File: src/mbgw_pkg.sv
`timescale 1ns / 1ps

package mbgw_pkg;

   localparam int unsigned MAX_RESULTS = 7;
   localparam int unsigned CNT_W       = 3;

   // operation codes on the request channel
   localparam logic OP_REQUEST  = 1'b0;
   localparam logic OP_RESPONSE = 1'b1;

   // destination side of a result byte
   localparam logic SIDE_RTU = 1'b0;
   localparam logic SIDE_TCP = 1'b1;

   // crc-16/modbus
   localparam logic [15:0] CRC_INIT     = 16'hFFFF;
   localparam logic [15:0] CRC_POLY     = 16'hA001;
   localparam logic [15:0] CRC_SHR_MASK = 16'h7FFF;

   // mbap header byte positions
   localparam logic [2:0] POS_TID_HI = 3'd0;
   localparam logic [2:0] POS_TID_LO = 3'd1;
   localparam logic [2:0] POS_LEN_HI = 3'd4;
   localparam logic [2:0] POS_LEN_LO = 3'd5;
   localparam logic [2:0] HDR_BYTES  = 3'd6;

   localparam logic [7:0]  PROTO_ID_BYTE = 8'h00;
   localparam logic [15:0] RTU_CRC_BYTES = 16'd2;

   typedef struct packed {
      logic        op;
      logic [7:0]  data;
      logic        start;
      logic [15:0] rlen;
   } item_type;

   typedef struct packed {
      logic [7:0] data;
      logic       side;
      logic       fend;
   } rslt_type;

   typedef rslt_type [MAX_RESULTS-1:0] rslt_list_type;

   typedef struct packed {
      logic [15:0] crc;
      logic [2:0]  pos;
      logic [15:0] plen;
      logic [15:0] tid;
   } conv_state_type;

   // one byte of crc-16/modbus, eight reflected shift steps
   function automatic logic [15:0] crc16_byte(input logic [15:0] crc_i, input logic [7:0] b);
      logic [15:0] c;
      c = crc_i ^ {8'h00, b};
      for (int i = 0; i < 8; i++) begin
         if (c[0]) begin
            c = (c >> 1) ^ CRC_POLY;
         end else begin
            c = (c >> 1) & CRC_SHR_MASK;
         end
      end
      return c;
   endfunction

endpackage

File: src/mbgw_xlate.sv
`timescale 1ns / 1ps

module mbgw_xlate (
   input  mbgw_pkg::conv_state_type         cur_state,
   input  mbgw_pkg::item_type               item,
   output mbgw_pkg::conv_state_type         nxt_state,
   output mbgw_pkg::rslt_list_type          rslt_list,
   output logic [mbgw_pkg::CNT_W-1:0]       rslt_cnt
);
   import mbgw_pkg::*;

   always_comb begin
      conv_state_type       st;
      rslt_list_type        lst;
      logic [CNT_W-1:0]     n;
      logic [15:0]          len;

      st  = cur_state;
      lst = '0;
      n   = '0;
      len = '0;

      if (item.op == OP_REQUEST) begin
         // new tcp frame restarts header count, payload count and crc
         if (item.start) begin
            st.pos  = '0;
            st.plen = '0;
            st.crc  = CRC_INIT;
         end
         if (st.pos < HDR_BYTES) begin
            // mbap header: keep transaction id and length
            case (st.pos)
               POS_TID_HI: st.tid[15:8]  = item.data;
               POS_TID_LO: st.tid[7:0]   = item.data;
               POS_LEN_HI: st.plen[15:8] = item.data;
               POS_LEN_LO: st.plen[7:0]  = item.data;
               default: ;
            endcase
            st.pos = st.pos + 3'd1;
            // empty message: crc of nothing follows the header
            if (st.pos == HDR_BYTES && st.plen == '0) begin
               lst[n] = '{data: st.crc[7:0], side: SIDE_RTU, fend: 1'b0};
               n = n + 3'd1;
               lst[n] = '{data: st.crc[15:8], side: SIDE_RTU, fend: 1'b1};
               n = n + 3'd1;
            end
         end else if (st.plen != '0) begin
            // payload byte: forward and fold into crc
            st.crc = crc16_byte(st.crc, item.data);
            lst[n] = '{data: item.data, side: SIDE_RTU, fend: 1'b0};
            n = n + 3'd1;
            st.plen = st.plen - 16'd1;
            if (st.plen == '0) begin
               lst[n] = '{data: st.crc[7:0], side: SIDE_RTU, fend: 1'b0};
               n = n + 3'd1;
               lst[n] = '{data: st.crc[15:8], side: SIDE_RTU, fend: 1'b1};
               n = n + 3'd1;
            end
         end
      end else begin
         // rtu frame start: emit mbap header toward tcp side
         if (item.start) begin
            len = (item.rlen >= RTU_CRC_BYTES) ? item.rlen - RTU_CRC_BYTES : '0;
            st.plen = len;
            st.pos  = HDR_BYTES;
            lst[n] = '{data: st.tid[15:8], side: SIDE_TCP, fend: 1'b0};
            n = n + 3'd1;
            lst[n] = '{data: st.tid[7:0], side: SIDE_TCP, fend: 1'b0};
            n = n + 3'd1;
            lst[n] = '{data: PROTO_ID_BYTE, side: SIDE_TCP, fend: 1'b0};
            n = n + 3'd1;
            lst[n] = '{data: PROTO_ID_BYTE, side: SIDE_TCP, fend: 1'b0};
            n = n + 3'd1;
            lst[n] = '{data: len[15:8], side: SIDE_TCP, fend: 1'b0};
            n = n + 3'd1;
            lst[n] = '{data: len[7:0], side: SIDE_TCP, fend: (len == '0)};
            n = n + 3'd1;
         end
         // forward rtu bytes until the crc tail
         if (st.plen != '0) begin
            st.plen = st.plen - 16'd1;
            lst[n] = '{data: item.data, side: SIDE_TCP, fend: (st.plen == '0)};
            n = n + 3'd1;
         end
      end

      nxt_state = st;
      rslt_list = lst;
      rslt_cnt  = n;
   end

endmodule

File: src/modbus_tcp_rtu_frame_converter.sv
// Modbus TCP/RTU byte-stream gateway. Each request carries one frame byte:
// TCP request bytes (tuser bit 0 low) lose their 6-byte MBAP header and leave
// toward the RTU side with a CRC-16/Modbus appended, low byte first; RTU
// response bytes (tuser bit 0 high) gain an MBAP header built from the stored
// transaction ID and the given RTU length minus 2, and lose their CRC tail.
// A request is taken into an input register and converted into a result
// buffer of up to 7 bytes, which drains one byte per cycle on the rsp channel
// while rsp_tready is high; meanwhile the input register takes the next
// request and holds it until the buffer frees, unless it yields no byte.
// Sustained rate is one request per cycle while each request yields at most
// one byte and rsp_tready stays high; a request with more bytes holds the
// output until they drain. Results pass the input and buffer registers.
`timescale 1ns / 1ps

module modbus_tcp_rtu_frame_converter (
   input  logic        clock,
   input  logic        reset,
   input  logic        req_tvalid,
   output logic        req_tready,
   input  logic [23:0] req_tdata,   // [7:0] in_byte, [23:8] response_length
   input  logic [1:0]  req_tuser,   // [0] operation, [1] frame_start
   output logic        rsp_tvalid,
   input  logic        rsp_tready,
   output logic [7:0]  rsp_tdata,   // [7:0] out_byte
   output logic [1:0]  rsp_tuser,   // [0] out_side, [1] last_of_run
   output logic        rsp_tlast    // frame_end
);
   import mbgw_pkg::*;

   logic             in_vld_ff, in_vld_in;
   item_type         in_item_ff, in_item_in;
   conv_state_type   st_ff, st_in;
   logic             bnd_vld_ff, bnd_vld_in;
   rslt_list_type    bnd_ff, bnd_in;
   logic [CNT_W-1:0] bnd_cnt_ff, bnd_cnt_in;
   logic [CNT_W-1:0] bnd_idx_ff, bnd_idx_in;

   conv_state_type   xl_state;
   rslt_list_type    xl_list;
   logic [CNT_W-1:0] xl_cnt;
   logic             bnd_last;
   logic             bnd_free;
   logic             advance;
   rslt_type         cur_rslt;

   // conversion of the held request against the frame state
   mbgw_xlate u_xlate (
      .cur_state (st_ff),
      .item      (in_item_ff),
      .nxt_state (xl_state),
      .rslt_list (xl_list),
      .rslt_cnt  (xl_cnt)
   );

   // handshake control
   assign bnd_last   = (bnd_idx_ff == bnd_cnt_ff - 3'd1);
   assign bnd_free   = !bnd_vld_ff || (bnd_last && rsp_tready);
   assign advance    = in_vld_ff && ((xl_cnt == '0) || bnd_free);
   assign req_tready = !in_vld_ff || advance;

   // input register
   always_comb begin
      in_vld_in  = in_vld_ff;
      in_item_in = in_item_ff;
      if (req_tvalid && req_tready) begin
         in_vld_in  = 1'b1;
         in_item_in = '{op: req_tuser[0], data: req_tdata[7:0],
                        start: req_tuser[1], rlen: req_tdata[23:8]};
      end else if (advance) begin
         in_vld_in = 1'b0;
      end
   end

   // frame state moves when the held request is converted
   assign st_in = advance ? xl_state : st_ff;

   // result buffer load and drain
   always_comb begin
      bnd_vld_in = bnd_vld_ff;
      bnd_in     = bnd_ff;
      bnd_cnt_in = bnd_cnt_ff;
      bnd_idx_in = bnd_idx_ff;
      if (advance && xl_cnt != '0) begin
         bnd_vld_in = 1'b1;
         bnd_in     = xl_list;
         bnd_cnt_in = xl_cnt;
         bnd_idx_in = '0;
      end else if (bnd_vld_ff && rsp_tready) begin
         if (bnd_last) begin
            bnd_vld_in = 1'b0;
         end else begin
            bnd_idx_in = bnd_idx_ff + 3'd1;
         end
      end
   end

   always_ff @(posedge clock) begin
      if (reset) begin
         in_vld_ff  <= 1'b0;
         bnd_vld_ff <= 1'b0;
         st_ff      <= '{crc: CRC_INIT, pos: '0, plen: '0, tid: '0};
      end else begin
         in_vld_ff  <= in_vld_in;
         bnd_vld_ff <= bnd_vld_in;
         st_ff      <= st_in;
      end
      in_item_ff <= in_item_in;
      bnd_ff     <= bnd_in;
      bnd_cnt_ff <= bnd_cnt_in;
      bnd_idx_ff <= bnd_idx_in;
   end

   // result outputs
   assign cur_rslt   = bnd_ff[bnd_idx_ff];
   assign rsp_tvalid = bnd_vld_ff;
   assign rsp_tdata  = cur_rslt.data;
   assign rsp_tuser  = {bnd_last, cur_rslt.side};
   assign rsp_tlast  = cur_rslt.fend;

endmodule

File: config.mk
export PLATFORM = sky130hd
export DESIGN_NAME = modbus_tcp_rtu_frame_converter
export DESIGN_NICKNAME = d
export VERILOG_FILES = /design/src/mbgw_pkg.sv /design/src/mbgw_xlate.sv /design/src/modbus_tcp_rtu_frame_converter.sv
export SDC_FILE = /design/constraint.sdc
export NUM_CORES = 1
export LEC_CHECK = 0
export ABC_AREA = 1
export BUFFER_PORTS_ARGS = -buffer_cell sky130_fd_sc_hd__buf_2
export CAP_MARGIN = 25
export CORE_UTILIZATION = 60
export CTS_CLUSTER_DIAMETER = 60
export DETAILED_ROUTE_END_ITERATION = 12
export HOLD_SLACK_MARGIN = 0.15
export PLACE_DENSITY = 0.9
export SLEW_MARGIN = 20
export SYNTH_ARGS = -nofsm -noshare
export SYNTH_HDL_FRONTEND = slang
export SYNTH_HIERARCHICAL = 1
export SYNTH_SLANG_ARGS = --single-unit
File: constraint.sdc
create_clock -name clock -period 4.9 [get_ports clock]
set_clock_uncertainty 0.05 [all_clocks]
set_input_delay 0.735 -clock clock [delete_from_list [all_inputs] [get_ports clock]]
set_output_delay 0.735 -clock clock [all_outputs]
set_load 0.03 [all_outputs]
======== After elaboration in Yosys (flattened, before gate mapping) ========
Index checks and enable logic that the tools add are counted.
Widths: inputs -> output; s select.
storage, ports and cells
  output and inout bits ................... 13
  bits of input ports ..................... 30
  register bits after elaboration ......... 155
operators by class
  $lt $le $gt $ge ......................... 5
  equal/unequal tests ..................... 6
  multiplexer cells ....................... 74
  reductions and logical operators ........ 31
  add/sub/neg operators ................... 7
  bitwise logic cells ..................... 11
operators with widths
  kind                   number
  $mux 16                35
  $mux 60                3
  $bwmux 70              1
  $mux 35                2
  $logic_not 16->1       4
  $mux 20                3
  $mux 30                2
  $mux 19                3
  $mux 8                 6
  $reduce_bool 16->1     2
  $sub 16x1->16 const B  2
  $bmux 10 s3            1
  $demux 10 s3           1
  $mux 10                3
  $not 2->3              8
  $mux 3                 6
  $ge 16x2->1 const B    1
  $sub 16x2->16 const B  1
  $xor 16x8->16          1
  $reduce_and 2->1       5
  $add 3x1->3 const B    3
  $eq 3x3->1 const B     3
  $lt 3x4->1 const B     2
  $reduce_and 4->1       2
  15 further kinds       34

======== Longest topological paths before layout ========
Gate-level depths: netlist of run 1.
  depth in word-level cells ............... 44
  mapped depth ............................ 24

======== By module ========
Netlist of run 1, hierarchy kept.
modules (own cells, without submodules)
  module                          seq. area each (um^2)  cells an instance  instances  area an instance (um^2)
  modbus_tcp_rtu_frame_converter  4093.9                 595                1          6039.5
  mbgw_xlate                      0.0                    823                1          4075.2

======== Worst setup path after synthesis of run 1 ========
No wires, ideal clock.
  path kind ............................... register to register
  start ................................... register in_item_ff[16] (netlist bit)
  end ..................................... register bnd_cnt_ff[0], enable pin
  data arrival time ....................... 4040 ps
  stages on the path, launching flop included .. 22
  path buffers ............................ 2
  setup slack ............................. 383 ps
  period minus slack after synthesis ...... 4517 ps
  data required time ...................... 4423 ps
  setup time .............................. 427 ps
  path through ............................ edfxtp_1 -> buf_6 -> inv_4 -> buf_2 -> nand2_1 -> ha_1 -> nand2_1 -> nor2_2 -> nand3_2 -> nor2_1 -> xor2_1 -> inv_1 -> nor2_1 -> and2_1 -> nand4_2 -> nor2_4 -> inv_4 -> nand3_1 -> nor3_1 -> inv_1 -> nand3_1 -> inv_1
between the ends
  longest elaborated chain between the ends .. 15
  elaborated cells on any way between the ends .. 35
  classes of those cells .................. add/sub (3); order compare (1); eq/ne (3); mux (18); reduce/logical (10)
RTL lines
  what                                                                    line                                   source
  from (decl)                                                             modbus_tcp_rtu_frame_converter.sv:31   item_type in_item_ff, in_item_in;
  from (signal assigned)                                                  modbus_tcp_rtu_frame_converter.sv:107  in_item_ff <= in_item_in;
  parallel branches: the longest is 10 deep, another holds $sub 16x1->16  n/a
  $mux 3 *                                                                mbgw_xlate.sv:23                       if (item.op == OP_REQUEST) begin
  named net xl_cnt[1]                                                     modbus_tcp_rtu_frame_converter.sv:40   logic [CNT_W-1:0] xl_cnt;
  $logic_not 3->1                                                         modbus_tcp_rtu_frame_converter.sv:58   assign advance = in_vld_ff && ((xl_cnt == '0) || bnd_free);
  $logic_or 1x1->1                                                        modbus_tcp_rtu_frame_converter.sv:58
  $logic_and 1x1->1                                                       modbus_tcp_rtu_frame_converter.sv:58
  $logic_and 1x1->1 *                                                     modbus_tcp_rtu_frame_converter.sv:83   if (advance && xl_cnt != '0) begin
  to (signal assigned)                                                    modbus_tcp_rtu_frame_converter.sv:109  bnd_cnt_ff <= bnd_cnt_in;
  to (decl)                                                               modbus_tcp_rtu_frame_converter.sv:35   logic [CNT_W-1:0] bnd_cnt_ff, bnd_cnt_in;
Mark *: on every way through the listed nets, which the timed path passes. The select of a mux whose other input is x is not followed.
A chain may end at the register's enable or synchronous reset.

======== Worst setup path after layout of run 1 ========
  start ................................... register in_item_ff[16] (netlist bit)
  end ..................................... output req_tready
between the ends
  elaborated cells on any way between the ends .. 34
  classes of those cells .................. add/sub (3); order compare (1); eq/ne (3); mux (18); reduce/logical (9)
RTL lines
  what                 line                                  source
  $mux 35              mbgw_xlate.sv:25                      if (item.start) begin
  $mux 35              mbgw_xlate.sv:23
  $reduce_bool 16->1   mbgw_xlate.sv:47                      end else if (st.plen != '0) begin
  $mux 2               mbgw_xlate.sv:47
  $mux 3               mbgw_xlate.sv:30                      if (st.pos < HDR_BYTES) begin
  $mux 3 *             mbgw_xlate.sv:23
  named net xl_cnt[0]  modbus_tcp_rtu_frame_converter.sv:40
  $logic_not 3->1 *    modbus_tcp_rtu_frame_converter.sv:58
  $logic_or 1x1->1 *   modbus_tcp_rtu_frame_converter.sv:58
  $logic_and 1x1->1 *  modbus_tcp_rtu_frame_converter.sv:58
  $logic_or 1x1->1 *   modbus_tcp_rtu_frame_converter.sv:59  assign req_tready = !in_vld_ff || advance;
  to (decl)            modbus_tcp_rtu_frame_converter.sv:19  output logic req_tready,
The timed path passes the listed nets; every way through them passes the cells marked *. The select of a mux whose other input is x is not followed.

==> results of run 1 <==
-- state kept, by name, summed over array words and instances (netlist names) --
| name | flops |
|---|---|
| bnd_cnt_ff | 3 |
| bnd_ff | 70 |
| bnd_idx_ff | 3 |
| in_item_ff | 26 |
| in_vld_ff | 1 |
| rsp_tvalid | 1 |
| st_ff | 51 |
-- where the power goes --
group	total (mW)	leakage, nW	internal [mW]	switching (mW)
Combinational	0.914	3.21	0.269	0.644
Sequential	1.53	1.40	1.47	0.0590
Clock	1.32	0.292	0.688	0.633
Total	3.77	4.90	2.43	1.34
-- cell families (layout without fill, tap and decap cells) --
| logic type | count (synthesis) | count (layout) | share of synthesized area, % |
|---|---|---|---|
| other | 1 | 10 | 0.03707 |
| flip-flops | 155 | 155 | 40.48 |
| XOR/XNOR | 32 | 32 | 2.771 |
| AO/OA/AOI/OAI | 195 | 195 | 10.22 |
| buffers and inverters | 233 | 240 | 9.946 |
| AND/OR/NAND/NOR | 791 | 792 | 35.19 |
| adder cells (fa/ha/maj) | 11 | 11 | 1.361 |
-- area by class of cell --
cell class,count,area [µm²],share of cell area [%]
flip-flops and latches,155,4095,37.42
inverters,152,575.6,5.259
repair buffers,56,335.3,3.064
well taps,220,275.3,2.515
clock inverters,15,168.9,1.543
multi-input cells,1040,5069,46.31
clock buffers,17,425.4,3.887
-- cell usage in the layout, fill, tap and decap left out, types with 9 or more instances in the layout --
master	netlist	final
nand2_4	8	9
o21ai_0	108	108
a31oi_1	16	16
nand2_2	11	10
a21oi_1	44	44
nand3_2	9	9
conb_1	1	10
o21ai_1	13	13
clkbuf_16	0	17
nor2_1	227	227
nand4_1	17	17
buf_4	21	12
edfxtp_1	99	99
nand3_1	161	161
buf_2	14	42
nand2_1	312	312
nor2_4	9	9
nor2_2	16	17
inv_1	132	131
xor2_1	20	20
dfxtp_1	56	55
inv_2	16	17
xnor2_1	12	12
ha_1	11	11
-- worst paths after layout --
kind	endpoint	slack [ns]
min reg2reg	st_ff[31]	0.44
min	in_item_ff[23]	0.42
max reg2reg	st_ff[37]	0.43
max	req_tready	0.17
-- through the flow --
step / utilization, % / instance area, µm²
floorplan: - / 10150
global placement: 62.47 / 10320
detailed placement: 62.47 / 10320
CTS: 66.06 / 10920
global route: 66.23 / 10940
finish: 66.23 / 10940
-- worst max-delay path: cells and delay by family (launching register included) --
| kind | cells | cell delay, ns |
|---|---|---|
| buffers and inverters | 5 | 0.87 |
| DFF | 1 | 0.47 |
| and+or+nand+nor | 12 | 1.98 |
| adders and majority gates | 1 | 0.20 |
-- routing by layer --
metal	GRT usage (%)	wire length, µm	vias to the layer above
met5	0	17	-
met4	12.66	966	2
met3	6.113	3093	93
met2	52.59	12970	640
met1	46.72	12040	4453
li1	-	-	4623
-- timing repair --
action,in CTS,in global routing
hold buffers,0,0
gates resized for setup,0,5
endpoints found under the hold margin,0,0
setup endpoints to repair,0,1
==> flow_summary.json, run 1 <==
{
  "clk-insertion-delay-late_ns": 0.44,
  "design.core.area_um2": 16520,
  "setup_viol": 0,
  "slowest_delay_ns": 0.47,
  "finalNetCount": 1463,
  "vias": 9811,
  "cts_tree": "built",
  "die_h_um": 131.8,
  "synth_edf_count": 99,
  "synth_sequential_area_ratio_pct": 40.48,
  "power.total_mw": 3.767,
  "drt_iter0_drc": 1253,
  "cts_buffers": 17,
  "viasPerCell": 5.928,
  "clock-sinks": 155,
  "syn_area_um2": 10110,
  "synth_top_area_share_pct": 29.39,
  "grt_pass1_vias": 8668,
  "synth_cell_types": 45,
  "avgSynthCellArea_um2": 7.133,
  "routed_wl_um": 29080,
  "n_antenna_cell": 0,
  "hold_ws_ns": 0.4202,
  "post-cts-setup-buffers": 0,
  "max-vdd-ir-drop_v": 0.0003548,
  "dp_slack_ns": 0.5003,
  "drc": 0,
  "slew_viol_final": 0,
  "grt_overflow": 0,
  "postRouteAntennaNets": 0,
  "worstSetupPathType": "reg2out",
  "cts_max_level": 4,
  "die-area_um2": 17380,
  "r2r_cells": 20,
  "critPathLaunchType": "flip-flop",
  "ys_seq_elements": 155,
  "reg2reg_from": "in_item_ff[16]",
  "outcome": "finished clean",
  "placedCellCount": 1622,
  "die_w_um": 131.8,
  "yosys_warnings": 6,
  "fmax_ghz": 0.2114,
  "period_needed_ns": 4.730,
  "maxCapViolations": 0,
  "yosysTopAreaCell": "edfxtp_1",
  "relSlewSlack_pct": 51.50,
  "grt_usage_pct": 33.69,
  "synth_async_sr_flop_share_pct": 0,
  "cts.clk_slew.worst_paths_ns": 0.07,
  "syn_to_final_growth_pct": 8.201,
  "crit_path_cell_trace": "inv_4 -> nand2_1 -> ha_1 -> nand2_1 -> nor2_2 -> nand3_2 -> nor2_1 -> nand2_1 -> nor2_2 -> nor2_4 -> inv_2 -> nor2_2 -> inv_2 -> nand2_4 -> nor3_1 -> inv_1 -> nand4_1 -> buf_2",
  "hold_path_depth": 1,
  "gp_congestion": 1.003,
  "grt_pass1_wl_um": 45400,
  "startpoint": "in_item_ff[16]",
  "rows": 47,
  "wl_per_cell_um": 17.57,
  "stdcell_count": 1655,
  "crit_fanout": 17,
  "hold_path_class": "in2reg",
  "port_buffers": 42,
  "fillers": 1418,
  "leakage_nw": 4.903,
  "hpwl_um": 20570,
  "rsz0062_at_grt": "no",
  "synth_area_leaders": "edfxtp_1, nand2_1, dfxtp_1",
  "hold_viol": 0,
  "worstPathRequired_ns": 4.12,
  "clock-root-buffer": "clkbuf_16",
  "grt_max_degree": 72,
  "yosysMostFrequentCell": "nand2_1",
  "cts.path.max_buffers": 2,
  "period_share_pct": 96.53,
  "fin_tns_setup_ns": 0,
  "crit_arrival_ns": 3.94,
  "syn_inst": 1418,
  "fin_ws_ns": 0.1700,
  "antenna_found_initial": 1,
  "endpoint_kind": "output pin",
  "design.portCount": 43,
  "synth_ff_type": "edfxtp_1",
  "power_density_nw_per_um2": 344.2,
  "ys_top_cells_by_count": "nand2_1, nor2_1, nand3_1, inv_1, o21ai_0",
  "cpMaxStageDelayCell": "edfxtp_1",
  "dr.pass1.iters": 7,
  "worst_pin_slew_ns": 0.7275,
  "hold_start": "req_tdata[6]",
  "start_util_pct": 61.21,
  "drive_gt1_share_pct": 11.85
}
Note: power is estimated with default switching activity, not from simulation.
==> run 2, diff against run 1 <==
Settings changed: MAX_ROUTING_LAYER set to met4.
==> flow_summary.json, run 2 (same netlist as run 1, synthesis figures left out) <==
{
  "outcome": "finished clean",
  "swShare_pct": 33.74,
  "drt_iter0_drc": 1360,
  "die_h_um": 131.8,
  "design.core.area_um2": 16520,
  "mostFrequentLayoutCells": "nand2_1, nor2_1, nand3_1, inv_1, o21ai_0",
  "hold_start": "req_tuser[1]",
  "period_needed_ns": 4.680,
  "finalNetCount": 1463,
  "grt_max_degree": 88,
  "clk-insertion-delay-late_ns": 0.44,
  "clock_power_share_pct": 35.1,
  "clock-sinks": 155,
  "worstSetupPathType": "reg2out",
  "antenna_found_initial": 1,
  "worstPathRequired_ns": 4.12,
  "fillers": 1407,
  "maxCapViolations": 0,
  "fmax_ghz": 0.2137,
  "largest_reg_flops": 70,
  "endpoint_kind": "output pin",
  "grt_pass1_wl_um": 46400,
  "cts_tree": "built",
  "cts.path.max_buffers": 2,
  "relSlewSlack_pct": 39.14,
  "start_util_pct": 61.21,
  "hold_path_class": "in2reg",
  "drive_gt1_share_pct": 11.78,
  "hold_path_depth": 1,
  "grt_busiest_layer": "met2",
  "grt_overflow": 0,
  "postRouteAntennaNets": 0,
  "clock-root-buffer": "clkbuf_16",
  "vias": 9833,
  "reg2reg_from": "in_item_ff[16]",
  "met1_usage_pct": 47.22,
  "rows": 47,
  "grt_pass1_vias": 8772,
  "port_buffers": 42,
  "final_common_cell": "nand2_1",
  "hpwl_um": 20870,
  "leakage_nw": 4.905,
  "design.portCount": 43,
  "r2r_cells": 19,
  "die_w_um": 131.8,
  "pwr-share-seq_pct": 40.7,
  "drc": 0,
  "dr.pass1.iters": 6,
  "critPathLaunchType": "flip-flop",
  "power_density_nw_per_um2": 345.8,
  "viasPerCell": 5.938,
  "crit_arrival_ns": 3.90,
  "slew_viol_final": 0,
  "met3_usage_pct": 6.882,
  "worst_pin_slew_ns": 0.9117,
  "regToRegSetupSlack_ns": 0.50,
  "grt_usage_pct": 35.58,
  "wl_per_cell_um": 17.91,
  "postCtsHoldBufs": 0,
  "cts.clk_slew.worst_paths_ns": 0.07,
  "syn_to_final_growth_pct": 8.214,
  "cts_max_level": 4,
  "gr-usage-met2_pct": 55.00,
  "fin_tns_setup_ns": 0,
  "crit_fanout": 17,
  "cts_buffers": 17,
  "routed_wl_um": 29660,
  "switchingPower_mw": 1.277,
  "min_to": "in_item_ff[16]",
  "period_share_pct": 95.52,
  "max-vdd-ir-drop_v": 0.0002719,
  "die-area_um2": 17380,
  "largest_register": "bnd_ff",
  "gp_congestion": 1.002,
  "reg_top3": "bnd_ff (70), st_ff (51), in_item_ff (26)",
  "r2r-end": "bnd_ff[43]",
  "setup_viol": 0,
  "power.total_mw": 3.785,
  "hold_viol": 0,
  "rsz0062_at_grt": "no",
  "p_int_mw": 2.508,
  "p_comb_share_pct": 24.3
}
-- run 2: final cells by class --
cell class | instances | area (µm²) | share of cell area, %
repair buffers | 56 | 344.1 | 3.144
clock buffers | 21 | 481.7 | 4.401
diodes | 1 | 2.502 | 0.02286
inverters | 152 | 575.6 | 5.258
flip-flops and latches | 155 | 4095 | 37.41
clock inverters | 11 | 106.4 | 0.9717
multi-input cells | 1040 | 5065 | 46.27
well taps | 220 | 275.3 | 2.515
-- run 2: power by group through the flow --
stage / combinational, mW / clock, mW / sequential (mW)
floorplan: 0.675 / 0 / 1.54
global placement: 0.869 / 0 / 1.56
detailed placement: 0.881 / 0 / 1.57
CTS: 0.891 / 1.34 / 1.54
global route: 1.00 / 1.39 / 1.55
finish: 0.919 / 1.33 / 1.54
-- run 2: timing repair --
item | 4_1_cts | 5_1_grt
gates resized for setup | 0 | 3
setup endpoints to repair | 0 | 1
buffers inserted | 0 | 0
-- run 2: per-layer routing --
| layer | vias up | wire length (µm) |
|---|---|---|
| li1 | 4631 | - |
| met1 | 4542 | 12340 |
| met2 | 577 | 13610 |
| met3 | 83 | 2935 |
| met4 | 0 | 775 |
| met5 | - | 0 |
-- run 2: worst max-delay path by stage --
stage	start	end	slack (ns)
detailed placement	in_item_ff[16]	bnd_ff[43]	0.61
CTS	in_item_ff[16]	req_tready	0.20
floorplan	in_item_ff[16]	bnd_cnt_ff[0]	0.38
global route	in_item_ff[16]	req_tready	0.008
global placement	in_item_ff[16]	bnd_ff[43]	0.63
finish	in_item_ff[16]	req_tready	0.22
-- run 2: through the flow --
step / std cells / setup WS [ns] / utilization (%) / cell area [µm²] / hold slack (ns)
3_3_place_gp: 1622 / 0.6336 / 62.54 / 10330 / 0.4133
3_5_place_dp: 1622 / 0.6127 / 62.54 / 10330 / 0.4156
6_report: 1656 / 0.2197 / 66.24 / 10950 / 0.4213
4_1_cts: 1654 / 0.1979 / 66.10 / 10920 / 0.4076
5_1_grt: 1656 / 0.007598 / 66.24 / 10950 / 0.4028
2_1_floorplan: 1427 / 0.3831 / - / 10150 / 0.4016
-- run 2: worst max-delay path: stages, from the launching register on --
cell	delay (ns)
edfxtp_1	0.46
inv_4	0.25
nand2_1	0.22
ha_1	0.28
nand2_1	0.10
nor2_2	0.05
nand3_2	0.12
nor2_1	0.08
nand2_1	0.15
nor2_4	0.09
nor2_4	0.33
inv_2	0.19
nor2_2	0.27
inv_2	0.11
nand2_4	0.14
nor3_1	0.07
inv_1	0.11
nand4_1	0.17
buf_2	0.24
